File: src/ppi_pkg.sv
// Shared types and constants for the planar pose integrator.
// No dependencies; compiled first.
`timescale 1ns / 1ps

package ppi_pkg;

	typedef enum logic [1:0] {
		KIND_VEL  = 2'd0,
		KIND_TELE = 2'd1,
		KIND_TICK = 2'd2
	} kind_t;

	localparam logic [1:0] REG_TIME_STEP  = 2'd0;
	localparam logic [1:0] REG_FIELD_W    = 2'd1;
	localparam logic [1:0] REG_FIELD_H    = 2'd2;
	localparam logic [1:0] REG_CMD_TMO    = 2'd3;

	localparam logic [15:0] RST_TIME_STEP = 16'd1049;
	localparam logic [23:0] RST_FIELD_W   = 24'd726663;
	localparam logic [23:0] RST_FIELD_H   = 24'd726663;
	localparam logic [15:0] RST_CMD_TMO   = 16'd62;

	// angles in units of 2^-15 rad
	localparam int PI_Q         = 102944;
	localparam int TWO_PI_Q     = 205888;
	localparam int HALF_PI_Q    = 51472;
	localparam int QUARTER_PI_Q = 25736;
	localparam logic [31:0] ONE_Q30 = 32'd1073741824;

	// exact truncating division of 30-bit values: q = (v * M) >> K
	localparam int K_DIV6     = 33;
	localparam int K_DIV120   = 37;
	localparam int K_DIV5040  = 43;
	localparam int K_DIV24    = 35;
	localparam int K_DIV720   = 40;
	localparam int K_DIV40320 = 46;
	localparam logic [31:0] M_DIV6     = 32'(((64'd1 << K_DIV6) + 64'd5) / 64'd6);
	localparam logic [31:0] M_DIV120   = 32'(((64'd1 << K_DIV120) + 64'd119) / 64'd120);
	localparam logic [31:0] M_DIV5040  = 32'(((64'd1 << K_DIV5040) + 64'd5039) / 64'd5040);
	localparam logic [31:0] M_DIV24    = 32'(((64'd1 << K_DIV24) + 64'd23) / 64'd24);
	localparam logic [31:0] M_DIV720   = 32'(((64'd1 << K_DIV720) + 64'd719) / 64'd720);
	localparam logic [31:0] M_DIV40320 = 32'(((64'd1 << K_DIV40320) + 64'd40319) / 64'd40320);

	typedef struct packed {
		logic [15:0] time_step;
		logic [23:0] field_width;
		logic [23:0] field_height;
		logic [15:0] command_timeout;
	} cfg_t;

	typedef struct packed {
		logic [1:0]         kind;
		logic signed [19:0] cmd_vel_x;
		logic signed [19:0] cmd_vel_y;
		logic signed [19:0] cmd_turn_rate;
		logic [23:0]        place_x;
		logic [23:0]        place_y;
		logic signed [18:0] place_heading;
	} item_t;

	typedef struct packed {
		logic  valid;
		item_t item;
	} head_t;

	typedef enum logic [5:0] {
		S_FETCH, S_AGE, S_TURN, S_HEAD, S_WRAP, S_FOLD,
		S_P2, S_P3, S_P4, S_P5, S_P6, S_P7, S_P8,
		S_D3, S_D5, S_D7, S_D4, S_D6, S_D8, S_SC,
		S_R1, S_R2, S_R3, S_R4, S_R5, S_R6, S_R7,
		S_V2, S_V3, S_SQ, S_OUT
	} state_t;

	// round half away from zero, then shift right
	function automatic logic signed [68:0] rnd_sh(input logic signed [68:0] v,
			input int unsigned sh);
		logic [68:0] mag;
		logic [68:0] r;
		mag = v[68] ? 69'(-v) : 69'(v);
		r = (mag + (69'd1 << (sh - 1))) >> sh;
		return v[68] ? -$signed(r) : $signed(r);
	endfunction

endpackage

File: src/ppi_cfg.sv
// APB-style register file: time step, field size, command timeout.
// Depends on ppi_pkg.
`timescale 1ns / 1ps

module ppi_cfg (
	input  logic           clk,
	input  logic           arst_n,
	input  logic           psel,
	input  logic           penable,
	input  logic           pwrite,
	input  logic [3:0]     paddr,
	input  logic [31:0]    pwdata,
	output logic [31:0]    prdata,
	output logic           pready,
	output ppi_pkg::cfg_t  cfg
);
	import ppi_pkg::*;

	cfg_t cfg_q;
	logic wr;

	assign pready = 1'b1;
	assign wr = psel && penable && pwrite;
	assign cfg = cfg_q;

	always_ff @(posedge clk or negedge arst_n) begin
		if (!arst_n) begin
			cfg_q.time_step       <= RST_TIME_STEP;
			cfg_q.field_width     <= RST_FIELD_W;
			cfg_q.field_height    <= RST_FIELD_H;
			cfg_q.command_timeout <= RST_CMD_TMO;
		end else if (wr) begin
			case (paddr[3:2])
				REG_TIME_STEP: cfg_q.time_step       <= pwdata[15:0];
				REG_FIELD_W:   cfg_q.field_width     <= pwdata[23:0];
				REG_FIELD_H:   cfg_q.field_height    <= pwdata[23:0];
				REG_CMD_TMO:   cfg_q.command_timeout <= pwdata[15:0];
				default: ;
			endcase
		end
	end

	always_comb begin
		case (paddr[3:2])
			REG_TIME_STEP: prdata = {16'd0, cfg_q.time_step};
			REG_FIELD_W:   prdata = {8'd0, cfg_q.field_width};
			REG_FIELD_H:   prdata = {8'd0, cfg_q.field_height};
			REG_CMD_TMO:   prdata = {16'd0, cfg_q.command_timeout};
			default:       prdata = 32'd0;
		endcase
	end
endmodule

File: config.mk
export PLATFORM = sky130hd
export DESIGN_NAME = ppi_cfg
export DESIGN_NICKNAME = d
export VERILOG_FILES = /design/src/ppi_pkg.sv /design/src/ppi_cfg.sv
export SDC_FILE = /design/constraint.sdc
export NUM_CORES = 1
export LEC_CHECK = 0
export ABC_CLOCK_PERIOD_IN_PS = 1500
export BUFFER_PORTS_ARGS = -buffer_cell sky130_fd_sc_hd__buf_2
export CAP_MARGIN = 20
export CORE_UTILIZATION = 42
export DETAILED_ROUTE_END_ITERATION = 7
export GPL_ROUTABILITY_DRIVEN = 0
export PLACE_DENSITY = 0.67
export RECOVER_POWER = 100
export SLEW_MARGIN = 20
export SYNTH_ARGS = -nofsm -noshare
export SYNTH_HDL_FRONTEND = slang
export SYNTH_SLANG_ARGS = --single-unit
File: constraint.sdc
create_clock -name clk -period 1.5 [get_ports clk]
set_input_delay 0.075 -clock clk [delete_from_list [all_inputs] [get_ports clk]]
set_output_delay 0.075 -clock clk [all_outputs]
set_load 0.01 [all_outputs]
Word-level counts from Yosys, hierarchy flattened
Index checks and enable logic that the tools add are counted.
{"block": "op_classes", "eq_ne": 3, "n_mux": 1, "reduce_logical": 7}
{"cell": "32-bit case mux with 4 select lines", "n": 1}
{"cell": "2-bit AND reduction", "n": 4}
{"cell": "2-bit == test (second input constant)", "n": 2}
{"cell": "2-bit by 1-bit == test with 1-bit output (second input constant)", "n": 1}
{"cell": "1-bit logical AND", "n": 2}
{"cell": "2-bit logical NOT", "n": 1}
{"block": "totals", "reg_bits": 80, "inputBits": 41, "output_inout_bits": 113, "elab_cells": 15}

Depth between registers and ports, before layout
Gate-level depths: netlist of run 1.
{"block": "depth", "word_depth": 3, "ltp_mapped": 5, "depth_no_buf": 3}

Least setup slack after synthesis of run 1
No wires, ideal clock.
{"block": "synth_path", "kind": "input to register", "startpoint": "in paddr[2]", "endpoint": "reg cfg_q, in the netlist cfg[65]", "setup_ns": 0.125, "arrival_ns": 1.120, "required_ns": 1.375, "slack_ns": 0.255, "cell_stages": 4, "n_path_buf": 2, "path_cell_list": "buf_2 nor3_4 buf_4 mux2_2"}
{"block": "synth_via", "elab_chain_cells": 2}
{"element": "from (decl)", "line_no": "ppi_cfg.sv:11", "text": "input logic [3:0] paddr,"}
{"element": "2-bit logical NOT", "line_no": "ppi_cfg.sv:33", "text": "case (paddr[3:2])"}
{"element": "2-bit AND reduction (no line)"}
{"element": "to (decl)", "line_no": "ppi_cfg.sv:19", "text": "cfg_t cfg_q;"}
Every way passes these cells.
A chain may end at the register's enable or synchronous reset.

Worst setup path after layout of run 1
{"block": "layout_path", "startpoint": "reg cfg_q, in the netlist cfg[12]", "endpoint": "out prdata[12]"}
{"block": "layout_via", "elab_chain_cells": 1}
{"element": "32-bit case mux with 4 select lines", "line_no": "ppi_cfg.sv:44", "text": "case (paddr[3:2])"}
{"element": "to (decl)", "line_no": "ppi_cfg.sv:13", "text": "output logic [31:0] prdata,"}
Every way passes these cells. The select of a mux whose other input is x is not followed.

==> results of run 1 <==
[final cells by class]
cell class	count	area, um^2
Inverter	1	3.75
Clock buffer	12	145
Sequential cell	80	2040
Clock inverter	3	90.1
Tap cell	105	131
Timing Repair Buffer	172	980
Fill cell	727	3500
Multi-Input combinational cell	121	1490
[what timing repair did]
action                     in CTS  in global routing
hold buffers                   23                  0
setup endpoints to repair       0                  2
gates resized for setup         0                  1
hold endpoints to repair       80                  0
buffers inserted                0                  3
[final timing paths]
path,to,slack [ps],cells past startpoint
max reg2reg,cfg[30]$_DFFE_PN0P_,610,2
max,prdata[12],40,2
max in group asynchronous,cfg[47]$_DFFE_PN1P_,200,3
min reg2reg,cfg[19]$_DFFE_PN0P_,530,1
min in group asynchronous,cfg[76]$_DFFE_PN0P_,330,2
min,cfg[54]$_DFFE_PN0P_,20,2
[cells by family after synthesis]
logic type             count (synthesis)  share of synthesized area, %
AOI/OAI and AO/OA                      8                          1.90
buffers and inverters                 23                          4.91
DFF                                   80                          55.2
muxes                                 96                          36.2
other                                  2                         0.203
and+or+nand+nor                        8                          1.66
[cell usage in the layout, fill, tap and decap left out]
| master | n |
|---|---|
| dlygate4sd3_1 | 23 |
| conb_1 | 9 |
| mux2_2 | 58 |
| or2_0 | 1 |
| buf_2 | 102 |
| clkbuf_8 | 10 |
| a22o_1 | 8 |
| mux2_4 | 20 |
| clkbuf_1 | 34 |
| bufinv_16 | 3 |
| inv_1 | 1 |
| or3_2 | 1 |
| buf_4 | 9 |
| dfstp_1 | 3 |
| nor2_1 | 2 |
| nand3_2 | 1 |
| dfstp_2 | 26 |
| clkbuf_2 | 4 |
| mux4_2 | 16 |
| buf_12 | 1 |
| nor3_1 | 1 |
| buf_6 | 1 |
| mux2_1 | 2 |
| nand4_1 | 1 |
| nor2b_1 | 1 |
| dfrtp_1 | 51 |
[cell usage after synthesis (all sizes together)]
| library cell | n | share of area, % |
|---|---|---|
| or3 | 1 | 0.17 |
| nor2b | 1 | 0.17 |
| dfstp | 29 | 21 |
| nor2 | 2 | 0.27 |
| or2 | 1 | 0.17 |
| nand4 | 1 | 0.17 |
| a22o | 8 | 1.9 |
| mux2 | 80 | 26 |
| conb | 2 | 0.20 |
| nor3 | 1 | 0.44 |
| clkbuf | 1 | 0.10 |
| inv | 1 | 0.10 |
| buf | 21 | 4.7 |
| nand3 | 1 | 0.27 |
| dfrtp | 51 | 35 |
| mux4 | 16 | 9.8 |
[through the flow]
| stage | cells | setup TNS, ps | utilization (%) |
|---|---|---|---|
| final | 494 | 0 | 58.2 |
| after global routing | 494 | -0.541 | 58.2 |
| after CTS | 491 | 0 | 59.1 |
| after detailed placement | 453 | 0 | 53.6 |
| after global placement | 453 | 0 | 53.6 |
| after floorplan | 224 | 0 | - |
[routing by layer]
metal / share of wire [%] / wire length (um) / GRT usage, % / vias to the layer above
met3: 4.6 / 393 / 4.27 / 13
met5: 0 / 0 / 0 / -
met1: 42 / 3650 / 25.6 / 1290
met4: 1.4 / 121 / 8.46 / 0
li1: - / - / - / 1115
met2: 52 / 4440 / 32.1 / 97
[worst max-delay path, cell delays in order, from the launching register on]
cell	delay, ps
dfrtp_1	400
mux4_2	490
buf_2	160
[power by group through the flow]
stage          logic (uW)  clock network, uW  registers [uW]
2_1_floorplan         916                  0            3400
3_3_place_gp         1990                  0            3180
3_5_place_dp         2030                  0            3210
4_1_cts              2080               1940            3180
5_1_grt              2200               2040            3250
6_report             2030               1890            3170
==> key figures, run 1 <==
Status
  – Outcome: complete, no violations

Floorplanning
  – Die ar.: approximately 9000 um^2
  – Num rows: 33
  – Core area: 8380 um^2
  – Die W: about 96 um
  – # IOs: about 150
  – Initial Util: around 44%
  – Die Ht: 95.8 um

Critical path
  – WP data arrival: roughly 1400 ps
  – Crit. Startpoint: cfg[12]$_DFFE_PN0P_
  – Setup CP Type: flip-flop to primary output
  – CP endpoint kind: primary output
  – Critical R2R Launch: cfg[30]$_DFFE_PN0P_
  – Required @ worst endpoint: 1420 ps
  – CP Launch Type: flip-flop
  – Worst-path maximum fanout: 3

Power
  – PD cells: 1450 nW/um^2
  – Cell Int Power: between 5000 and 6000 uW
  – Lkg Pwr: roughly 0.0023 uW
  – Sequential power share: between 40% and 50%
  – Clock share of power: between 20% and 30%
  – VDD IR max: 648 uV
  – Sw Share: around 29%
  – Gate power share: between 20 and 30%
  – NetSw: around 2000 uW
  – Total power: 7090 uW

STA
  – Final Hold Slack: ~19 ps
  – Fin crit share: between 90 and 100%
  – Clock period minus final worst setup slack: roughly 1500 ps
  – Least-Margin Pin Slew: 833 ps
  – Max Slew Vio Count: 0
  – Max Clock Skew: 0 ps
  – Fin. Hold Viols: 0
  – Slew HR: between 40% and 50%
  – Final setup vio count: 0
  – F_max: 0.686 GHz
  – RSZ-0062 raised after global routing: true
  – Final worst slack: about 41 ps

Flow run
  – Max_cap viols: 0

CTS
  – TritonCTS buffer count: 9
  – Htree depth: 3
  – Worst-case clock buffer depth: 2
  – Clock Tree Root: clkbuf_8
  – CTS tree: done
  – Clk_lat worst skew: about 340 ps
  – CTS clk-pin slew, worst paths: about 80 ps
  – CTS sink count: 80

Global route
  – Vias in the first global route: ~2,500
  – GR Overflow Total: 0
  – Largest net degree at the start of global routing: 36
  – Initial antenna violation count: 0
  – GRT Overall Usage: approximately a fifth
  – First-pass GRT wire length: approximately 13 mm

Layout
  – NumNets Final: ~430
  – Post-route design area: roughly 5000 um^2
  – Area growth from synthesis to layout: 32.0%
  – Max reg flops: 80
  – Antenna diodes: 0
  – Fraction of layout cells with a size suffix above 1: 64.8%

Drt
  – Drt first-iter violations: between 60 and 70
  – Via count: about 2,500
  – Antenna-violating nets left: 0
  – Vias per cell: 5.09
  – Routed len/inst: 17.4 um
  – Post-route DRC: 0
  – Final WL: between 8 and 9 mm
  – TritonRoute pass-1 iters: 4

Synthesis
  – Mapped Area: 3690 um^2
  – Syn avg cell area: 17.0 um^2
  – Post-synthesis cell count: 217
  – Register area share after synthesis: between 50% and 60%
  – Synthesis Warnings: 0
  – Synthesis-stage register bit count: 80
  – Distinct cells, synth: 23

Placement
  – Post-DP HPWL: between 5 and 6 mm
  – Place WS: ~51 ps
  – Placed instance area: approximately 4500 um^2
  – IO Port Bufs: 134

Hold path
  – Hold Crit Start: pwdata[14]
  – HP Class: primary input to flip-flop
No activity file was read; power rests on OpenSTA's default activity.
==> run 2: changes to the inputs <==
--- a/config.mk
+++ b/config.mk
@@ -8,10 +8,10 @@
 export ABC_CLOCK_PERIOD_IN_PS = 1500
 export BUFFER_PORTS_ARGS = -buffer_cell sky130_fd_sc_hd__buf_2
 export CAP_MARGIN = 20
-export CORE_UTILIZATION = 42
+export CORE_UTILIZATION = 48
 export DETAILED_ROUTE_END_ITERATION = 7
 export GPL_ROUTABILITY_DRIVEN = 0
-export PLACE_DENSITY = 0.67
+export PLACE_DENSITY = 0.76
 export RECOVER_POWER = 100
 export SLEW_MARGIN = 20
 export SYNTH_ARGS = -nofsm -noshare
==> run 2 against run 1 <==
Largest cell class unchanged. Setup slack gained 7.3 ps. Routed wire length shrank 3.8%. Clock power shrank 28%. Cell area shrank 5.6%. Final cell count shrank 2.6%.
==> key figures, run 2 (synthesis gave the netlist of run 1 again) <==
CTS
  – CTS clk-pin slew, worst paths: around 80 ps
  – Htree depth: 3
  – CTS sink count: 80
  – Clk_lat worst skew: between 300 and 400 ps
  – Clock Tree Root: clkbuf_8
  – Worst-case clock buffer depth: 2
  – CTS tree: done
  – TritonCTS buffer count: 9

Floorplanning
  – Die ar.: between 8000 and 9000 um^2
  – Core area: about 7300 um^2
  – Num rows: 31
  – Die W: around 90 um
  – Initial Util: approximately half
  – Die Ht: 89.7 um
  – # IOs: around 150

STA
  – Max Clock Skew: 0 ps
  – Slew HR: 55.0%
  – Clock period minus final worst setup slack: ~1500 ps
  – Fin. Hold Viols: 0
  – Max Slew Vio Count: 0
  – Fin crit share: a little over nine tenths
  – Final TNS setup: 0 ps
  – Least-Margin Pin Slew: 674 ps
  – F_max: just under 0.7 GHz
  – Final setup vio count: 0
  – RSZ-0062 raised after global routing: false

Layout
  – Most frequent cells in the layout: clkbuf_1 (70), buf_2 (59), mux2_2 (58), dfrtp_1 (51), dfstp_1 (25)
  – Max reg flops: 80
  – Area growth from synthesis to layout: 24.7%
  – NumNets Final: about 420
  – Fraction of layout cells with a size suffix above 1: between 40 and 50%
  – Antenna diodes: 0
  – Final Util: about 63%
  – Most common cell after layout, fill and taps aside: clkbuf_1

Drt
  – WL met1: between 3 and 4 mm
  – Vias per cell: 5.11
  – Post-route DRC: 0
  – Drt first-iter violations: 67
  – Met2 wire length: approximately 4.0 mm
  – TritonRoute pass-1 iters: 4
  – Routed len/inst: between 15 and 20 um
  – Via count: between 2,000 and 2,500
  – Top Layer Used: met4
  – Met3 Routed Length: 349 um
  – Antenna-violating nets left: 0
  – Final WL: approximately 8.3 mm

Status
  – Outcome: complete, no violations

Global route
  – Largest net degree at the start of global routing: 45
  – Initial antenna violation count: 0
  – GR Overflow Total: 0
  – Vias in the first global route: 2,549
  – First-pass GRT wire length: about 14 mm
  – GRT Overall Usage: between 20% and 30%

Critical path
  – Required @ worst endpoint: between 1000 and 1500 ps
  – R2r setup slk: about 660 ps
  – WP data arrival: 1380 ps
  – Crit-path cells: mux4_2 > buf_2
  – Delay-heaviest family, CP: multiplexers
  – Slowest-stage cell, CP: mux4_2
  – Worst-path maximum fanout: 3
  – Worst path max stage delay: 480 ps
  – Setup CP Type: flip-flop to primary output
  – CP endpoint kind: primary output
  – Reg2Reg Depth: 1
  – CP bufs+invs: 1
  – CP Launch Type: flip-flop
  – Critical R2R Launch: cfg[58]$_DFFE_PN0P_
  – Reg-to-reg endpoint: cfg[58]$_DFFE_PN0P_

Placement
  – IO Port Bufs: between 100 and 150
  – Post-DP HPWL: 5.82 mm

Hold path
  – Hold Crit Start: pwdata[5]
  – Min-Delay Endpoint: cfg[45]$_DFFE_PN0P_
  – WHS Path Cells: 2
  – HP Class: primary input to flip-flop

Power
  – PD cells: 1370 nW/um^2
  – VDD IR max: ~800 uV
  – Lkg Pwr: slightly above 0.002 uW

Flow run
  – Max_cap viols: 0
-- run 2: cell types whose count changed in the layout (fill, tap and decap cells not counted), sizes merged --
cell / before / now
dlygate4sd3: 23 / 18
clkinvlp: 0 / 2
clkbuf: 48 / 94
buf: 113 / 65
bufinv: 3 / 0
clkinv: 0 / 1
-- run 2: power by group --
part | total, uW | internal, uW | switching, uW
registers | 3120 | 2750 | 376
clock network | 1370 | 636 | 730
logic | 1830 | 930 | 900
total | 6320 | 4310 | 2010
-- run 2: timing repair --
item | CTS | global route
endpoints found under the hold margin | 95 | 0
buffers inserted | 0 | 0
gates resized for setup | 0 | 0
hold buffers | 18 | 0
endpoints found under the setup margin | 0 | 0
-- run 2: per-stage QoR --
stage	setup slack [ps]	instances	hold slack, ps	total power [uW]	instance area [um^2]
final	48.7	481	7.19	6320	4610
after global routing	1.25	481	3.38	6680	4610
after CTS	27.1	481	0.387	6650	4830
after detailed placement	101	448	-29.7	5230	4490
after global placement	116	448	-32.3	5160	4490
after floorplan	255	224	-221	4310	3720
-- run 2: cell type report --
cell class | instances | area, um^2
Multi-Input combinational cell | 121 | 1410
Sequential cell | 80 | 2040
Timing Repair Buffer | 165 | 861
Tap cell | 99 | 124
Inverter | 1 | 3.75
Clock buffer | 12 | 145
Clock inverter | 3 | 20.0
Fill cell | 614 | 2730
-- run 2: worst max path at each step --
stage | start | endpoint | slack (ps) | cells past startpoint
floorplan | paddr[2] | cfg[65]$_DFFE_PN0P_ | 250 | 4
global placement | pwrite | cfg[61]$_DFFE_PN0P_ | 120 | 5
detailed placement | pwrite | cfg[58]$_DFFE_PN0P_ | 100 | 5
CTS | cfg[44]$_DFFE_PN0P_ | prdata[4] | 30 | 2
global route | cfg[6]$_DFFE_PN0P_ | prdata[6] | 1 | 2
finish | cfg[6]$_DFFE_PN0P_ | prdata[6] | 50 | 2
-- run 2: layer usage --
layer  vias up  track usage [%]
li1       1103                -
met1      1249             31.0
met2        89             34.6
met3        18             2.96
met4         0             9.29
met5         -                0
