<file path="src/ppi_pkg.sv">
// Shared types and constants for the planar pose integrator.
// No dependencies; compiled first.
`timescale 1ns / 1ps

package ppi_pkg;

	typedef enum logic [1:0] {
		KIND_VEL  = 2'd0,
		KIND_TELE = 2'd1,
		KIND_TICK = 2'd2
	} kind_t;

	localparam logic [1:0] REG_TIME_STEP  = 2'd0;
	localparam logic [1:0] REG_FIELD_W    = 2'd1;
	localparam logic [1:0] REG_FIELD_H    = 2'd2;
	localparam logic [1:0] REG_CMD_TMO    = 2'd3;

	localparam logic [15:0] RST_TIME_STEP = 16'd1049;
	localparam logic [23:0] RST_FIELD_W   = 24'd726663;
	localparam logic [23:0] RST_FIELD_H   = 24'd726663;
	localparam logic [15:0] RST_CMD_TMO   = 16'd62;

	// angles in units of 2^-15 rad
	localparam int PI_Q         = 102944;
	localparam int TWO_PI_Q     = 205888;
	localparam int HALF_PI_Q    = 51472;
	localparam int QUARTER_PI_Q = 25736;
	localparam logic [31:0] ONE_Q30 = 32'd1073741824;

	// exact truncating division of 30-bit values: q = (v * M) >> K
	localparam int K_DIV6     = 33;
	localparam int K_DIV120   = 37;
	localparam int K_DIV5040  = 43;
	localparam int K_DIV24    = 35;
	localparam int K_DIV720   = 40;
	localparam int K_DIV40320 = 46;
	localparam logic [31:0] M_DIV6     = 32'(((64'd1 << K_DIV6) + 64'd5) / 64'd6);
	localparam logic [31:0] M_DIV120   = 32'(((64'd1 << K_DIV120) + 64'd119) / 64'd120);
	localparam logic [31:0] M_DIV5040  = 32'(((64'd1 << K_DIV5040) + 64'd5039) / 64'd5040);
	localparam logic [31:0] M_DIV24    = 32'(((64'd1 << K_DIV24) + 64'd23) / 64'd24);
	localparam logic [31:0] M_DIV720   = 32'(((64'd1 << K_DIV720) + 64'd719) / 64'd720);
	localparam logic [31:0] M_DIV40320 = 32'(((64'd1 << K_DIV40320) + 64'd40319) / 64'd40320);

	typedef struct packed {
		logic [15:0] time_step;
		logic [23:0] field_width;
		logic [23:0] field_height;
		logic [15:0] command_timeout;
	} cfg_t;

	typedef struct packed {
		logic [1:0]         kind;
		logic signed [19:0] cmd_vel_x;
		logic signed [19:0] cmd_vel_y;
		logic signed [19:0] cmd_turn_rate;
		logic [23:0]        place_x;
		logic [23:0]        place_y;
		logic signed [18:0] place_heading;
	} item_t;

	typedef struct packed {
		logic  valid;
		item_t item;
	} head_t;

	typedef enum logic [5:0] {
		S_FETCH, S_AGE, S_TURN, S_HEAD, S_WRAP, S_FOLD,
		S_P2, S_P3, S_P4, S_P5, S_P6, S_P7, S_P8,
		S_D3, S_D5, S_D7, S_D4, S_D6, S_D8, S_SC,
		S_R1, S_R2, S_R3, S_R4, S_R5, S_R6, S_R7,
		S_V2, S_V3, S_SQ, S_OUT
	} state_t;

	// round half away from zero, then shift right
	function automatic logic signed [68:0] rnd_sh(input logic signed [68:0] v,
			input int unsigned sh);
		logic [68:0] mag;
		logic [68:0] r;
		mag = v[68] ? 69'(-v) : 69'(v);
		r = (mag + (69'd1 << (sh - 1))) >> sh;
		return v[68] ? -$signed(r) : $signed(r);
	endfunction

endpackage

</file>
<file path="src/ppi_in_if.sv">
// Request channel of the pose integrator: valid/ready plus item fields.
// No dependencies.
`timescale 1ns / 1ps

interface ppi_in_if;
	logic               valid;
	logic               ready;
	logic [1:0]         kind;
	logic signed [19:0] cmd_vel_x;
	logic signed [19:0] cmd_vel_y;
	logic signed [19:0] cmd_turn_rate;
	logic [23:0]        place_x;
	logic [23:0]        place_y;
	logic signed [18:0] place_heading;

	modport source (output valid, kind, cmd_vel_x, cmd_vel_y, cmd_turn_rate,
		place_x, place_y, place_heading, input ready);
	modport sink (input valid, kind, cmd_vel_x, cmd_vel_y, cmd_turn_rate,
		place_x, place_y, place_heading, output ready);
endinterface

</file>
<file path="src/ppi_front.sv">
// Front end: accepts requests, drops reserved kinds, queues the rest.
// Depends on ppi_pkg and ppi_in_if.
`timescale 1ns / 1ps

module ppi_front #(
	parameter int DEPTH = 2
) (
	input  logic           clk,
	input  logic           arst_n,
	ppi_in_if.sink         request,
	output ppi_pkg::head_t head,
	input  logic           pop
);
	import ppi_pkg::*;

	localparam int PW = (DEPTH > 1) ? $clog2(DEPTH) : 1;
	localparam int CW = $clog2(DEPTH + 1);

	item_t          mem_q [DEPTH];
	logic [PW-1:0]  wr_ptr_q, rd_ptr_q;
	logic [CW-1:0]  count_q;
	logic           acc, push, known;
	item_t          in_item;

	assign known = request.kind == KIND_VEL || request.kind == KIND_TELE ||
		request.kind == KIND_TICK;
	assign request.ready = count_q != CW'(DEPTH);
	assign acc = request.valid && request.ready;
	assign push = acc && known;

	always_comb begin
		in_item.kind          = request.kind;
		in_item.cmd_vel_x     = request.cmd_vel_x;
		in_item.cmd_vel_y     = request.cmd_vel_y;
		in_item.cmd_turn_rate = request.cmd_turn_rate;
		in_item.place_x       = request.place_x;
		in_item.place_y       = request.place_y;
		in_item.place_heading = request.place_heading;
	end

	assign head.valid = count_q != '0;
	assign head.item = mem_q[rd_ptr_q];

	always_ff @(posedge clk) begin
		if (push) begin
			mem_q[wr_ptr_q] <= in_item;
		end
	end

	always_ff @(posedge clk or negedge arst_n) begin
		if (!arst_n) begin
			wr_ptr_q <= '0;
			rd_ptr_q <= '0;
			count_q <= '0;
		end else begin
			if (push) begin
				wr_ptr_q <= (wr_ptr_q == PW'(DEPTH - 1)) ? '0 : wr_ptr_q + 1'b1;
			end
			if (pop) begin
				rd_ptr_q <= (rd_ptr_q == PW'(DEPTH - 1)) ? '0 : rd_ptr_q + 1'b1;
			end
			count_q <= count_q + CW'(push) - CW'(pop);
		end
	end
endmodule

</file>
<file path="src/flat_wrapper.sv">
// flat-port wrapper written by rule: the top's interface ports become plain ports
module ppi_front_flat import ppi_pkg::*;
#(
	parameter int DEPTH = 2
)
  (clk, arst_n, head, pop, request_valid, request_kind, request_cmd_vel_x, request_cmd_vel_y, request_cmd_turn_rate, request_place_x, request_place_y, request_place_heading, request_ready);
  ppi_in_if request_i ();
  input  logic clk;
  input  logic arst_n;
  output ppi_pkg::head_t head;
  input  logic pop;
  input wire logic [$bits(request_i.valid)-1:0] request_valid;
  input wire logic [$bits(request_i.kind)-1:0] request_kind;
  input wire logic [$bits(request_i.cmd_vel_x)-1:0] request_cmd_vel_x;
  input wire logic [$bits(request_i.cmd_vel_y)-1:0] request_cmd_vel_y;
  input wire logic [$bits(request_i.cmd_turn_rate)-1:0] request_cmd_turn_rate;
  input wire logic [$bits(request_i.place_x)-1:0] request_place_x;
  input wire logic [$bits(request_i.place_y)-1:0] request_place_y;
  input wire logic [$bits(request_i.place_heading)-1:0] request_place_heading;
  output wire logic [$bits(request_i.ready)-1:0] request_ready;
  assign request_i.valid = request_valid;
  assign request_i.kind = request_kind;
  assign request_i.cmd_vel_x = request_cmd_vel_x;
  assign request_i.cmd_vel_y = request_cmd_vel_y;
  assign request_i.cmd_turn_rate = request_cmd_turn_rate;
  assign request_i.place_x = request_place_x;
  assign request_i.place_y = request_place_y;
  assign request_i.place_heading = request_place_heading;
  assign request_ready = request_i.ready;
  ppi_front #(.DEPTH(DEPTH)) u_core (.clk(clk), .arst_n(arst_n), .request(request_i), .head(head), .pop(pop));
endmodule
</file>
<file path="config.mk">
export PLATFORM = sky130hd
export DESIGN_NAME = ppi_front_flat
export DESIGN_NICKNAME = d
export VERILOG_FILES = /design/src/ppi_pkg.sv /design/src/ppi_in_if.sv /design/src/ppi_front.sv /design/src/flat_wrapper.sv
export SDC_FILE = /design/constraint.sdc
export NUM_CORES = 1
export LEC_CHECK = 0
export BUFFER_PORTS_ARGS = -buffer_cell sky130_fd_sc_hd__buf_2
export CAP_MARGIN = 20
export CORE_UTILIZATION = 40
export DETAILED_ROUTE_END_ITERATION = 8
export SLEW_MARGIN = 20
export SYNTH_ARGS = -nofsm -noshare
export SYNTH_HDL_FRONTEND = slang
export SYNTH_SLANG_ARGS = --single-unit
</file>
<file path="constraint.sdc">
create_clock -name clk -period 9 [get_ports clk]
set_clock_uncertainty 0.15 [all_clocks]
set_input_delay 0.9 -clock clk [delete_from_list [all_inputs] [get_ports clk]]
set_output_delay 0.9 -clock clk [all_outputs]
set_load 0.05 [all_outputs]
</file>
# Word-level counts from Yosys, hierarchy flattened

Memories as Yosys holds them, arrays and structs flattened.
Cells that the tools add are included.

Memories: 1
Bits in registers: 4
Logic and storage cells: 21
Output and inout port bits: 131
Input bits: 133
RAM bits: 258

Equal/unequal tests: 3
Reduce and logical (&&, ||, !) cells: 6
Mux-type cells: 4
Add/sub/neg operators: 4

Memories:

| name         | depth | width | read ports | clocked after memory_dff | wr ports | line            | source |
|---|---|---|---|---|---|---|---|
| u_core.mem_q | 2     | 129   | 1          | 0                        | 1        | ppi_front.sv:19 | `item_t mem_q [DEPTH];` |

Operators by type and width:

| operator                                            | number |
|---|---|
| 2-to-1 mux 1 bit                                    | 4 |
| adder 1 bit, second input constant                  | 2 |
| adder 2 x 1 -> 2 bit                                | 1 |
| equality test 2 x 1 -> 1 bit, second input constant | 1 |
| equality test 2 bit, second input constant          | 1 |
| logical AND 1 bit                                   | 2 |
| zero test 2 bit                                     | 1 |
| logical OR 1 bit                                    | 2 |
| != test 2 bit, second input constant                | 1 |
| nonzero test 2 bit                                  | 1 |
| subtractor 2 x 1 -> 2 bit                           | 1 |

# Depth between registers and ports, before layout

Gate-level depths: netlist (run 1).

Depth in word-level cells: 6
Depth in mapped cells: 4
Gate-level depth less buffers: 4

# Worst setup path after synthesis (run 1)

Ideal clock, no wire load.

Path kind: input-to-reg
From: input port request_kind[0]
To: memory u_core.mem_q[0][0] in the netlist's numbering (enable)
Required time: 8.231 ns
Cell stages on the path: 3
Setup slack: 1.677 ns
Library setup time: 0.619 ns
Path buffers: 0
Arrival: 6.553 ns
Cells stage by stage: nand2_1 -> nand3_1 -> nor2_1

Longest elaborated chain between the ends: 6
Elaborated cells on any way between the ends: 8
Classes of those cells: eq/ne (2); mux (2); reduce/logical (4)

RTL lines:

| item                                                                   | line               | source |
|---|---|---|
| start: declaration                                                     | flat_wrapper.sv:13 | `input wire logic [$bits(request_i.kind)-1:0] request_kind;` |
| equality test 2 x 1 -> 1 bit / zero test 2 bit (equally long branches) | ppi_front.sv:25    | `assign known = request.kind == KIND_VEL \|\| request.kind == KIND_TELE \|\|` |
| logical OR 1 bit                                                       | ppi_front.sv:25    |  |
| logical OR 1 bit *                                                     | ppi_front.sv:25    |  |
| logical AND 1 bit *                                                    | ppi_front.sv:29    | `assign push = acc && known;` |
| 2-to-1 mux 1 bit *                                                     | ppi_front.sv:45    | `if (push) begin` |
| 2-to-1 mux 1 bit (not written as such) *                               | ppi_front.sv:46    | `mem_q[wr_ptr_q] <= in_item;` |
| end: declaration                                                       | ppi_front.sv:19    |  |

Every way passes the cells marked *; elsewhere a longest branch is shown, timed or not.

==> results of run 1 <==
==> worst paths after layout <==
check                                                 start                        endpoint  depth (start not counted)
min in group asynchronous                            arst_n     u_core.wr_ptr_q$_DFFE_PN0P_                          2
worst max register to register  u_core.count_q[1]$_DFF_PN0_   u_core.mem_q[0][57]$_DFFE_PP_                          6
worst min-delay path                  request_cmd_vel_x[19]  u_core.mem_q[0][126]$_DFFE_PP_                          1
worst min register to register  u_core.wr_ptr_q$_DFFE_PN0P_     u_core.wr_ptr_q$_DFFE_PN0P_                          1
worst max-delay path            u_core.rd_ptr_q$_DFFE_PN0P_                         head[7]                          3
max in group asynchronous                            arst_n     u_core.rd_ptr_q$_DFFE_PN0P_                          2
==> power groups by stage <==
stage | sequential [mW] | clock, mW | combinational [mW]
after floorplan | 1.70 | 0 | 1.43
after global placement | 1.71 | 0 | 1.72
after detailed placement | 1.72 | 0 | 1.73
after CTS | 1.70 | 1.15 | 1.74
after global routing | 1.71 | 1.19 | 1.81
final | 1.69 | 1.11 | 1.73
==> final cells by class <==
type / count / area (um^2) / area share
Sequential cell: 262 / 7850 / 0.646
Multi-Input combinational cell: 142 / 1560 / 0.128
Timing Repair Buffer: 271 / 1420 / 0.117
Clock buffer: 35 / 748 / 0.0616
Tap cell: 319 / 399 / 0.0328
Clock inverter: 17 / 164 / 0.0135
Inverter: 2 / 7.51 / 0.000618
Antenna cell: 1 / 2.50 / 0.000206
==> critical path, stage by stage (launching register included) <==
cell	delay [ns]
dfrtp_4	0.93
buf_4	0.90
mux2_2	0.45
buf_2	0.22
==> state kept, by name, summed over array words and instances, names as in the netlist <==
register	cells
u_core.rd_ptr_q	1
u_core.wr_ptr_q	1
u_core.count_q	2
u_core.mem_q	258
==> kinds of logic (layout without fill, tap and decap cells) <==
family | count (synthesis) | after routing | synth area share
xor gates and xnor gates | 5 | 5 | 0.00459
DFF | 262 | 262 | 0.823
buffers and inverters | 16 | 325 | 0.0150
adders and majority gates | 1 | 1 | 0.00131
other | 0 | 1 | 0
and+or+nand+nor | 7 | 7 | 0.00394
muxes | 129 | 129 | 0.152
==> synth_stat cells <==
cell type  instances  area [um^2]
mux2_2           129         1450
nand2_1            1         3.75
xor2_1             3         26.3
xnor2_1            2         17.5
buf_6             10          113
nand3_1            1         5.00
nor2_1             2         7.51
buf_4              1         7.51
dfrtp_1            4          100
nand2b_1           1         6.26
or2_2              1         6.26
nand4b_1           1         8.76
buf_2              3         15.0
ha_1               1         12.5
inv_1              2         7.51
edfxtp_1         258         7750
==> per-layer routing <==
metal	wire length (um)	vias to the layer above	track usage
li1	-	2252	-
met4	419	6	0.0490
met5	40	-	0
met2	9410	174	0.258
met3	1490	36	0.0460
met1	7320	2399	0.170
==> metrics by stage <==
step                      cell area (um^2)  utilization  total power [mW]
after CTS                            12100        0.517              4.58
after floorplan                       9540            -              3.13
after detailed placement             11200        0.477              3.45
final                                12200        0.519              4.53
after global routing                 12200        0.519              4.72
after global placement               11200        0.477              3.43
==> reports/metrics.csv, run 1 <==
stage,metric,value,unit
cells_and_area,"commonest non-fill, non-tap cells in the layout","buf_2, edfxtp_1, mux2_2",
global_routing,first-pass GRT wire length,27.2,mm
floorplan,die width,156,um
global_routing,total track usage,0.147,
power_and_ir_drop,Clk pwr share,0.245,
timing,RSZ-0062 raised after global routing,no,
power_and_ir_drop,sw frac,0.394,
placement,final RePlAce weighted congestion,0.719,
route,1st-iter DRT viols,205,
status,status,"finished, final reports clean",
logic_synthesis,"Avg Cell Area, Syn",22.7,um^2
logic_synthesis,"Distinct cells, synth",16,
power_and_ir_drop,part of the power in combinational logic,0.381,
timing,Fin Setup TNS,0,ns
timing,Relative slew margins,0.302,
floorplan,Die ar.,0.0245,mm^2
placement,HPWL Detailed,12.2,mm
timing,Hold Worst Slack,0.410,ns
timing,Max Clock Freq,0.240,GHz
clocking,cts hold-fix bufs,1,
cells_and_area,Layout Nets,841,
route,Via Count,4867,
timing,PnR worst setup slack,4.83,ns
floorplan,starting density of the core,0.408,
timing,Slew Limit Fails,0,
clocking,Post-CTS Setup Inserts,0,
timing,Final Setup Violations,0,
worst_hold_path,Hold WC Path Type,in2reg,
clocking,total CTS buffers,28,
clocking,clock tree sinks,262,
logic_synthesis,post-synthesis sequential area ratio,0.823,
route,Residual DRC,0,
critical_path,Setup crit start kind,register,
placement,Port Buffers,263,
timing,final worst path period share,0.463,
power_and_ir_drop,Psw,1.79,mW
floorplan,num ports,264,
cells_and_area,"most common cell after layout, fill and taps aside",buf_2,
floorplan,Core Area,0.0234,mm^2
clocking,Clock Tree Root,clkbuf_16,
cells_and_area,share of layout cells above drive strength 1,0.610,
logic_synthesis,synthesized instance count,420,
global_routing,vias in the first global route,5033,
floorplan,Die Span Y,156,um
clocking,Max Buffers Root-to-Sink,3,
clocking,worst skew pair latency,0.52,ns
timing,Hold Fails Final Rpt,0,
power_and_ir_drop,internal power,2.74,mW
clocking,clock slew at reported path FFs,0.06,ns
placement,placed cells,993,
cells_and_area,final non-filler cell total,1049,
global_routing,Congestion Overflow GR,0,
global_routing,initial antenna violation count,5,
route,Avg Vias per Cell,4.64,
logic_synthesis,synth warn,0,
critical_path,CP Data Required Time,7.95,ns
clocking,H-tree levels,1,
power_and_ir_drop,sequential power share,0.373,
job,max cap viols,0,
clocking,CTS tree,done,
placement,pre-CTS setup slack,4.67,ns
route,post-route ant nets,0,
timing,Slew @ Worst Pin,1.05,ns
critical_path,Crit. End Element,output port,
route,DR pass1 iterations,4,
power_and_ir_drop,P_leak,4.51,nW
power_and_ir_drop,VDD IR max,0.199,mV
clocking,post-CTS sizing,0,
floorplan,Rows,56,
power_and_ir_drop,Power per Cell Area,373,mW/mm^2
critical_path,Worst EP arrival,3.12,ns
critical_path,crit-path max FO,76,
cells_and_area,# fillers,1980,
cells_and_area,area grow syn2layout,27.4,%
critical_path,class of the most critical setup path,reg2out,
route,WL/cell,17.8,um
logic_synthesis,Mapped Nets,554,
logic_synthesis,Seq cells post-synth,262,
critical_path,"reg-to-reg slack, setup",5.61,ns
timing,clock period minus worst slack,4.17,ns
global_routing,largest net degree at the start of global routing,77,
logic_synthesis,cell area after synthesis,0.00954,mm^2
route,WL final,18.7,mm
Power figures use the tool's default switching activity.
==> run 2, diff against run 1 <==
==> constraint.sdc (replaced) <==
create_clock -name clk -period 4.34 [get_ports clk]
set_clock_uncertainty 0.15 [all_clocks]
set_input_delay 0.434 -clock clk [delete_from_list [all_inputs] [get_ports clk]]
set_output_delay 0.434 -clock clk [all_outputs]
set_load 0.05 [all_outputs]
==> run 2 against run 1 <==
Against the previous run: power is 110% higher; critical path depth stayed put; sequential share of layout area is 5.8 points lower; sequential cell count stayed put; first-iteration DRC count is 5.9% lower; combinational power is 110% higher; critical path type unchanged; largest power group unchanged; highest routed layer is now met4.
==> reports/metrics.csv, run 2 (synthesis results as in run 1) <==
stage,metric,value,unit,change
floorplan,Die Span Y,156,um,unchanged
cells_and_area,share of layout cells above drive strength 1,0.515,,-0.0958
global_routing,largest net degree at the start of global routing,69,,-10%
timing,Relative slew margins,0.387,,+0.0849
route,WL final,19.4,mm,+4.0%
clocking,total CTS buffers,27,,-3.6%
cells_and_area,max reg flops,258,,unchanged
critical_path,R2R cell count,4,,-2
route,WL/cell,16.5,um,-7.2%
clocking,CTS tree,done,,
critical_path,Crit. End Element,output port,,
critical_path,Top delay family on crit path,buffers and inverters,,
power_and_ir_drop,VDD IR max,0.531,mV,+170%
global_routing,Congestion Overflow GR,0,,unchanged
power_and_ir_drop,Power per Cell Area,702,mW/mm^2,+88%
floorplan,die width,156,um,unchanged
cells_and_area,"commonest non-fill, non-tap cells in the layout","buf_2, edfxtp_1, dlygate4sd3_1",,
timing,Hold Fails Final Rpt,0,,unchanged
critical_path,CP Data Required Time,3.76,ns,-4.19 ns
global_routing,layer with the highest usage,met2,,
timing,PnR worst setup slack,1.34,ns,-3.49 ns
critical_path,Worst Path Buf+Inv,2,,unchanged
timing,final worst path period share,0.691,,
critical_path,worst-path cell chain,buf_4 > mux2_2 > buf_2,,
timing,Slew @ Worst Pin,0.920,ns,-0.127 ns
clocking,post-CTS sizing,0,,unchanged
floorplan,Die ar.,0.0245,mm^2,unchanged
clocking,Max Buffers Root-to-Sink,3,,unchanged
route,1st-iter DRT viols,193,,-5.9%
route,DR pass1 iterations,4,,unchanged
timing,Slew Limit Fails,0,,unchanged
cells_and_area,area grow syn2layout,40.1,%,
global_routing,initial antenna violation count,1,,-4
cells_and_area,"most common cell after layout, fill and taps aside",buf_2,,
job,max cap viols,0,,unchanged
placement,Placement Cell Area,0.0112,mm^2,+0.18%
critical_path,CP Depth,3,,unchanged
global_routing,met1 usage,0.169,,-0.00174
timing,Final Setup Violations,0,,unchanged
critical_path,slowest cell delay on critical path,0.69,ns,-0.24 ns
route,Avg Vias per Cell,4.61,,-0.66%
floorplan,Rows,56,,unchanged
global_routing,met3 Usage GRT,0.0446,,-0.00138
global_routing,total track usage,0.157,,+0.00985
clocking,H-tree levels,1,,unchanged
cells_and_area,largest reg by FF count,u_core.mem_q,,
global_routing,first-pass GRT wire length,29.8,mm,+9.5%
clocking,Clock Tree Root,clkbuf_16,,
global_routing,met2 Use GR,0.290,,+0.0325
clocking,clock slew at reported path FFs,0.06,ns,about the same
floorplan,starting density of the core,0.408,,unchanged
timing,Hold Worst Slack,0.0850,ns,-0.325 ns
critical_path,crit-path max FO,40,,-47%
placement,final RePlAce weighted congestion,0.753,,+4.8%
route,Residual DRC,0,,unchanged
route,post-route ant nets,0,,unchanged
global_routing,vias in the first global route,6104,,+21%
worst_hold_path,Hold WC Path Type,in2reg,,
power_and_ir_drop,P_leak,5.02,nW,+11%
timing,clock period minus worst slack,3.00,ns,
clocking,worst skew pair latency,0.53,ns,about the same
floorplan,Core Area,0.0234,mm^2,unchanged
cells_and_area,Final Core Density,0.571,,+0.0516
critical_path,class of the most critical setup path,reg2out,,
placement,HPWL Detailed,11.7,mm,-3.9%
critical_path,Worst EP arrival,2.42,ns,-0.70 ns
placement,Port Buffers,263,,unchanged
cells_and_area,Largest regs,"u_core.mem_q x258, u_core.count_q x2",,
timing,Max Clock Freq,0.333,GHz,
floorplan,num ports,264,,unchanged
placement,pre-CTS setup slack,1.87,ns,-2.80 ns
critical_path,"Max stage delay cell, worst path",dfrtp_4,,
cells_and_area,Final Cell Area,0.0134,mm^2,+9.9%
worst_hold_path,WHS Path Cells,3,,+2
cells_and_area,# fillers,1839,,-7.1%
status,status,"finished, final reports clean",,
critical_path,Setup crit start kind,register,,
timing,RSZ-0062 raised after global routing,no,,
cells_and_area,Layout Nets,969,,+15%
route,Via Count,5420,,+11%
clocking,clock tree sinks,262,,unchanged
[run 2: path summary, 6_finish.rpt]
kind,slack (ns),startpoint,endpoint
hold / removal,0.08,request_valid,u_core.count_q[1]$_DFF_PN0_
min in group asynchronous,0.10,arst_n,u_core.count_q[1]$_DFF_PN0_
setup / recovery,1.34,u_core.rd_ptr_q$_DFFE_PN0P_,head[70]
setup reg to reg,2.06,u_core.count_q[1]$_DFF_PN0_,u_core.mem_q[0][80]$_DFFE_PP_
max in group asynchronous,3.80,arst_n,u_core.rd_ptr_q$_DFFE_PN0P_
hold reg to reg,0.40,u_core.wr_ptr_q$_DFFE_PN0P_,u_core.wr_ptr_q$_DFFE_PN0P_
[run 2: area by class of cell]
cell class	count	area, um^2	area share
antenna	2	5.00	0.000375
sequential	262	7850	0.588
clock buffer	32	694	0.0520
inverter	2	7.51	0.000562
multi-input combinational	142	1560	0.117
clock inverter	17	156	0.0117
timing repair buffer	400	2690	0.201
tap	319	399	0.0299
[run 2: through the flow]
step                      total power [mW]  setup TNS [ns]  cells
after floorplan                       6.45         -197.35    420
after global placement                7.10               0    994
after detailed placement              7.14               0    994
after CTS                             9.48               0   1174
after global routing                  9.75               0   1175
final                                 9.37               0   1176
[run 2: report_power, final]
group / switching [mW] / internal [mW]
clock: 0.897 / 1.31
sequential: 0.155 / 3.32
combinational: 2.64 / 1.04
total: 3.70 / 5.68
[run 2: metal layers]
layer,vias to the layer above,wire length (um)
met5,-,0
met4,0,571
met3,48,1420
met2,197,9980
met1,2670,7460
li1,2505,-
[run 2: what timing repair did]
item	in CTS	in global routing
endpoints found under the hold margin	263	0
hold buffers	131	0
buffers inserted	0	0
[run 2: worst reg2reg max path: cells and delay by family, from the launching register on]
family / cells / cell delay [ns]
buffers and inverters: 1 / 0.69
and+or+nand+nor: 3 / 0.57
DFF: 1 / 0.40
==> run 3, diff against run 2 <==
--- a/config.mk
+++ b/config.mk
@@ -5,6 +5,7 @@
 export SDC_FILE = /design/constraint.sdc
 export NUM_CORES = 1
 export LEC_CHECK = 0
+export ABC_AREA = 1
 export BUFFER_PORTS_ARGS = -buffer_cell sky130_fd_sc_hd__buf_2
 export CAP_MARGIN = 20
 export CORE_UTILIZATION = 40
==> constraint.sdc (replaced) <==
create_clock -name clk -period 3 [get_ports clk]
set_clock_uncertainty 0.15 [all_clocks]
set_input_delay 0.3 -clock clk [delete_from_list [all_inputs] [get_ports clk]]
set_output_delay 0.3 -clock clk [all_outputs]
set_load 0.05 [all_outputs]
==> run 3 against run 2 <==
Against the previous run: sequential cell count stayed put; non-clock buffer count increased by 2; synthesized area is 0.28% higher; global-route usage decreased by 0.072 points; first-iteration DRC count up 18%; sequential power increased by 45%; hold slack better by 0.26 ns; register-to-register slack got worse by 0.79 ns; setup slack worse by 1.1 ns; cell area increased by 1.7%; sequential share of layout area shrank 1.0 points; count of clock-buffer cells in the layout grew 4; critical path type unchanged; largest power group unchanged; highest routed layer unchanged.
==> reports/metrics.csv, run 3 <==
stage,metric,value,unit,change
status,status,"finished, final reports clean",,
timing,Final Setup Violations,0,,unchanged
logic_synthesis,"Distinct cells, synth",13,,-3
route,DR pass1 iterations,4,,unchanged
cells_and_area,Largest regs,"u_core.mem_q x258, u_core.count_q x2",,
timing,PnR worst setup slack,0.231,ns,-1.11 ns
logic_synthesis,Seq cells post-synth,262,,unchanged
clocking,Max Buffers Root-to-Sink,3,,unchanged
cells_and_area,Layout Nets,986,,+1.8%
floorplan,Core Area,0.0235,mm^2,+0.30%
route,post-route ant nets,0,,unchanged
logic_synthesis,XOR/XNOR share of the synthesized area,0.000916,,-0.00368
floorplan,starting density of the core,0.407,,about the same
floorplan,Die ar.,0.0245,mm^2,+0.28%
cells_and_area,"commonest non-fill, non-tap cells in the layout","buf_2, edfxtp_1, dlygate4sd3_1",,
job,max cap viols,0,,unchanged
timing,final worst path period share,0.923,,
cells_and_area,footprint of the multi-input gates,0.00159,mm^2,+2.0%
power_and_ir_drop,VDD IR max,0.612,mV,+15%
clocking,total CTS buffers,28,,+3.7%
logic_synthesis,synth warn,0,,unchanged
power_and_ir_drop,P_leak,5.14,nW,+2.4%
cells_and_area,largest reg by FF count,u_core.mem_q,,
route,WL final,19.4,mm,about the same
timing,Max Clock Freq,0.361,GHz,
floorplan,num ports,264,,unchanged
critical_path,CP Data Required Time,2.55,ns,-1.21 ns
critical_path,worst-path cell chain,buf_12 > mux2_2 > buf_2,,
logic_synthesis,"Avg Cell Area, Syn",22.0,um^2,-3.0%
critical_path,slowest cell delay on critical path,0.80,ns,+0.11 ns
route,Via Count,5446,,+0.48%
route,Residual DRC,0,,unchanged
timing,Relative slew margins,0.601,,+0.214
logic_synthesis,commonest register cell after synthesis,edfxtp_1,,
logic_synthesis,ys async rst share,0.0153,,unchanged
cells_and_area,area grow syn2layout,42.1,%,
timing,Hold Fails Final Rpt,0,,unchanged
critical_path,CP Depth,3,,unchanged
critical_path,Top delay family on crit path,flip-flops,,
global_routing,initial antenna violation count,1,,unchanged
logic_synthesis,cell area after synthesis,0.00956,mm^2,+0.28%
global_routing,vias in the first global route,5907,,-3.2%
global_routing,first-pass GRT wire length,29.5,mm,-1.0%
global_routing,largest net degree at the start of global routing,68,,-1.4%
timing,clock period minus worst slack,2.77,ns,
critical_path,class of the most critical setup path,reg2out,,
critical_path,Worst Path Buf+Inv,2,,unchanged
floorplan,die width,157,um,+0.14%
logic_synthesis,commonest cells in the netlist,"edfxtp_1, mux2_2, nand2_1, buf_6",,
clocking,CTS tree,done,,
global_routing,Congestion Overflow GR,0,,unchanged
logic_synthesis,"top cells by area, synth","edfxtp_1, mux2_2, buf_6, dfrtp_1, nand2_1",,
timing,RSZ-0062 raised after global routing,no,,
critical_path,Worst EP arrival,2.32,ns,-0.10 ns
cells_and_area,share of layout cells above drive strength 1,0.513,,-0.00203
critical_path,Setup crit start kind,register,,
clocking,Clock Tree Root,clkbuf_16,,
logic_synthesis,number of synthesized flops with an enable pin,258,,unchanged
cells_and_area,"most common cell after layout, fill and taps aside",buf_2,,
clocking,clock tree sinks,262,,unchanged
logic_synthesis,synthesized instance count,434,,+3.3%
global_routing,total track usage,0.156,,-0.000715
logic_synthesis,Synth area leader,edfxtp_1,,
cells_and_area,flip-flop and latch area,0.00785,mm^2,unchanged
placement,HPWL Detailed,12.1,mm,+3.0%
logic_synthesis,Mapped Nets,568,,+2.5%
placement,pre-CTS setup slack,0.761,ns,-1.11 ns
clocking,H-tree levels,1,,unchanged
route,WL/cell,16.3,um,-1.4%
floorplan,Rows,56,,unchanged
logic_synthesis,area share of fa/ha/maj cells after synthesis,0.00131,,-0.00000360
floorplan,Die Span Y,157,um,+0.14%
logic_synthesis,proportion of synthesized area in mux cells,0.152,,-0.000419
logic_synthesis,"count leader, synth",edfxtp_1,,
cells_and_area,max reg flops,258,,unchanged
timing,Slew Limit Fails,0,,unchanged
worst_hold_path,WHS Path Cells,2,,-1
clocking,clock slew at reported path FFs,0.06,ns,about the same
logic_synthesis,post-synthesis sequential area ratio,0.821,,-0.00226
worst_hold_path,Hold WC Path Type,in2reg,,
cells_and_area,# fillers,1816,,-1.3%
clocking,post-CTS sizing,0,,unchanged
power_and_ir_drop,Tot Pwr,13.9,mW,+48%
route,Avg Vias per Cell,4.56,,-1.0%
power_and_ir_drop,Power per Cell Area,1020,mW/mm^2,+46%
timing,Slew @ Worst Pin,0.598,ns,-0.321 ns
critical_path,Crit. End Element,output port,,
placement,Port Buffers,263,,unchanged
logic_synthesis,combinational family with the most area after synthesis,multiplexers,,
critical_path,crit-path max FO,49,,+23%
critical_path,R2R cell count,4,,unchanged
route,1st-iter DRT viols,228,,+18%
critical_path,"Max stage delay cell, worst path",dfrtp_4,,
placement,final RePlAce weighted congestion,0.755,,+0.20%
timing,Fin Setup TNS,0,ns,unchanged
logic_synthesis,Synth Area in Compound Gates,0,,unchanged
logic_synthesis,simple-gate portion of the synthesized area,0.00877,,+0.00483
clocking,worst skew pair latency,0.53,ns,about the same
logic_synthesis,post-synth top area share,0.810,,-0.00223
## run 3: cell types whose count changed after synthesis
cell and delta:
nand2b_1 -1, nand3_1 +1, inv_1 +4, nand2_1 +11
xor2_1 -2, xnor2_1 -2, nor2_1 +4, or2_2 -1
nand4b_1 -1, nand4_1 +1
## run 3: layout make-up
cell class,instances,area share
Tap cell,319,0.0294
Inverter,6,0.00166
Clock buffer,36,0.0568
Clock inverter,16,0.0134
Multi-Input combinational cell,152,0.117
Timing Repair Buffer,402,0.204
Sequential cell,262,0.578
Antenna cell,1,0.000184
## run 3: layer usage
| metal | GRT usage | vias up | share of wire | wire [um] |
|---|---|---|---|---|
| met2 | 0.285 | 194 | 0.52 | 10100 |
| met3 | 0.0440 | 32 | 0.069 | 1340 |
| li1 | - | 2565 | - | - |
| met5 | 0 | - | 0 | 0 |
| met1 | 0.177 | 2655 | 0.39 | 7590 |
| met4 | 0.0467 | 0 | 0.023 | 452 |
## run 3: logic make-up after synthesis
group                    after synthesis
flip-flops                           262
buffers and inverters                 20
AND/OR/NAND/NOR                       21
XOR/XNOR                               1
adder cells (fa/ha/maj)                1
multiplexers                         129
## run 3: stage by stage
stage                     cells  cell area (um^2)  hold WS (ns)  utilization
after CTS                  1193             13600         0.313        0.579
after detailed placement   1008             11300       -0.0368        0.482
after global routing       1194             13600         0.327        0.579
after global placement     1008             11300       -0.0430        0.482
after floorplan             434              9600        -0.146            -
final                      1194             13600         0.342        0.579
## run 3: repair_timing
action / 4_1_cts / 5_1_grt
endpoints found under the setup margin: 0 / 0
setup buffers: 0 / 0
hold buffers: 133 / 0
hold endpoints to repair: 265 / 0
## run 3: final timing paths
path	startpoint	endpoint	slack, ns
max	u_core.rd_ptr_q$_DFFE_PN0P_	head[79]	0.23
max reg2reg	u_core.count_q[1]$_DFF_PN0_	u_core.mem_q[1][100]$_DFFE_PP_	1.27
min in group asynchronous	arst_n	u_core.count_q[1]$_DFF_PN0_	0.53
min reg2reg	u_core.wr_ptr_q$_DFFE_PN0P_	u_core.wr_ptr_q$_DFFE_PN0P_	0.44
min	request_place_x[22]	u_core.mem_q[1][65]$_DFFE_PP_	0.34
max in group asynchronous	arst_n	u_core.rd_ptr_q$_DFFE_PN0P_	1.98
## run 3: where the power goes
part	switching, mW	internal (mW)
combinational	3.80	1.56
clock	1.33	2.15
sequential	0.260	4.77
total	5.39	8.48
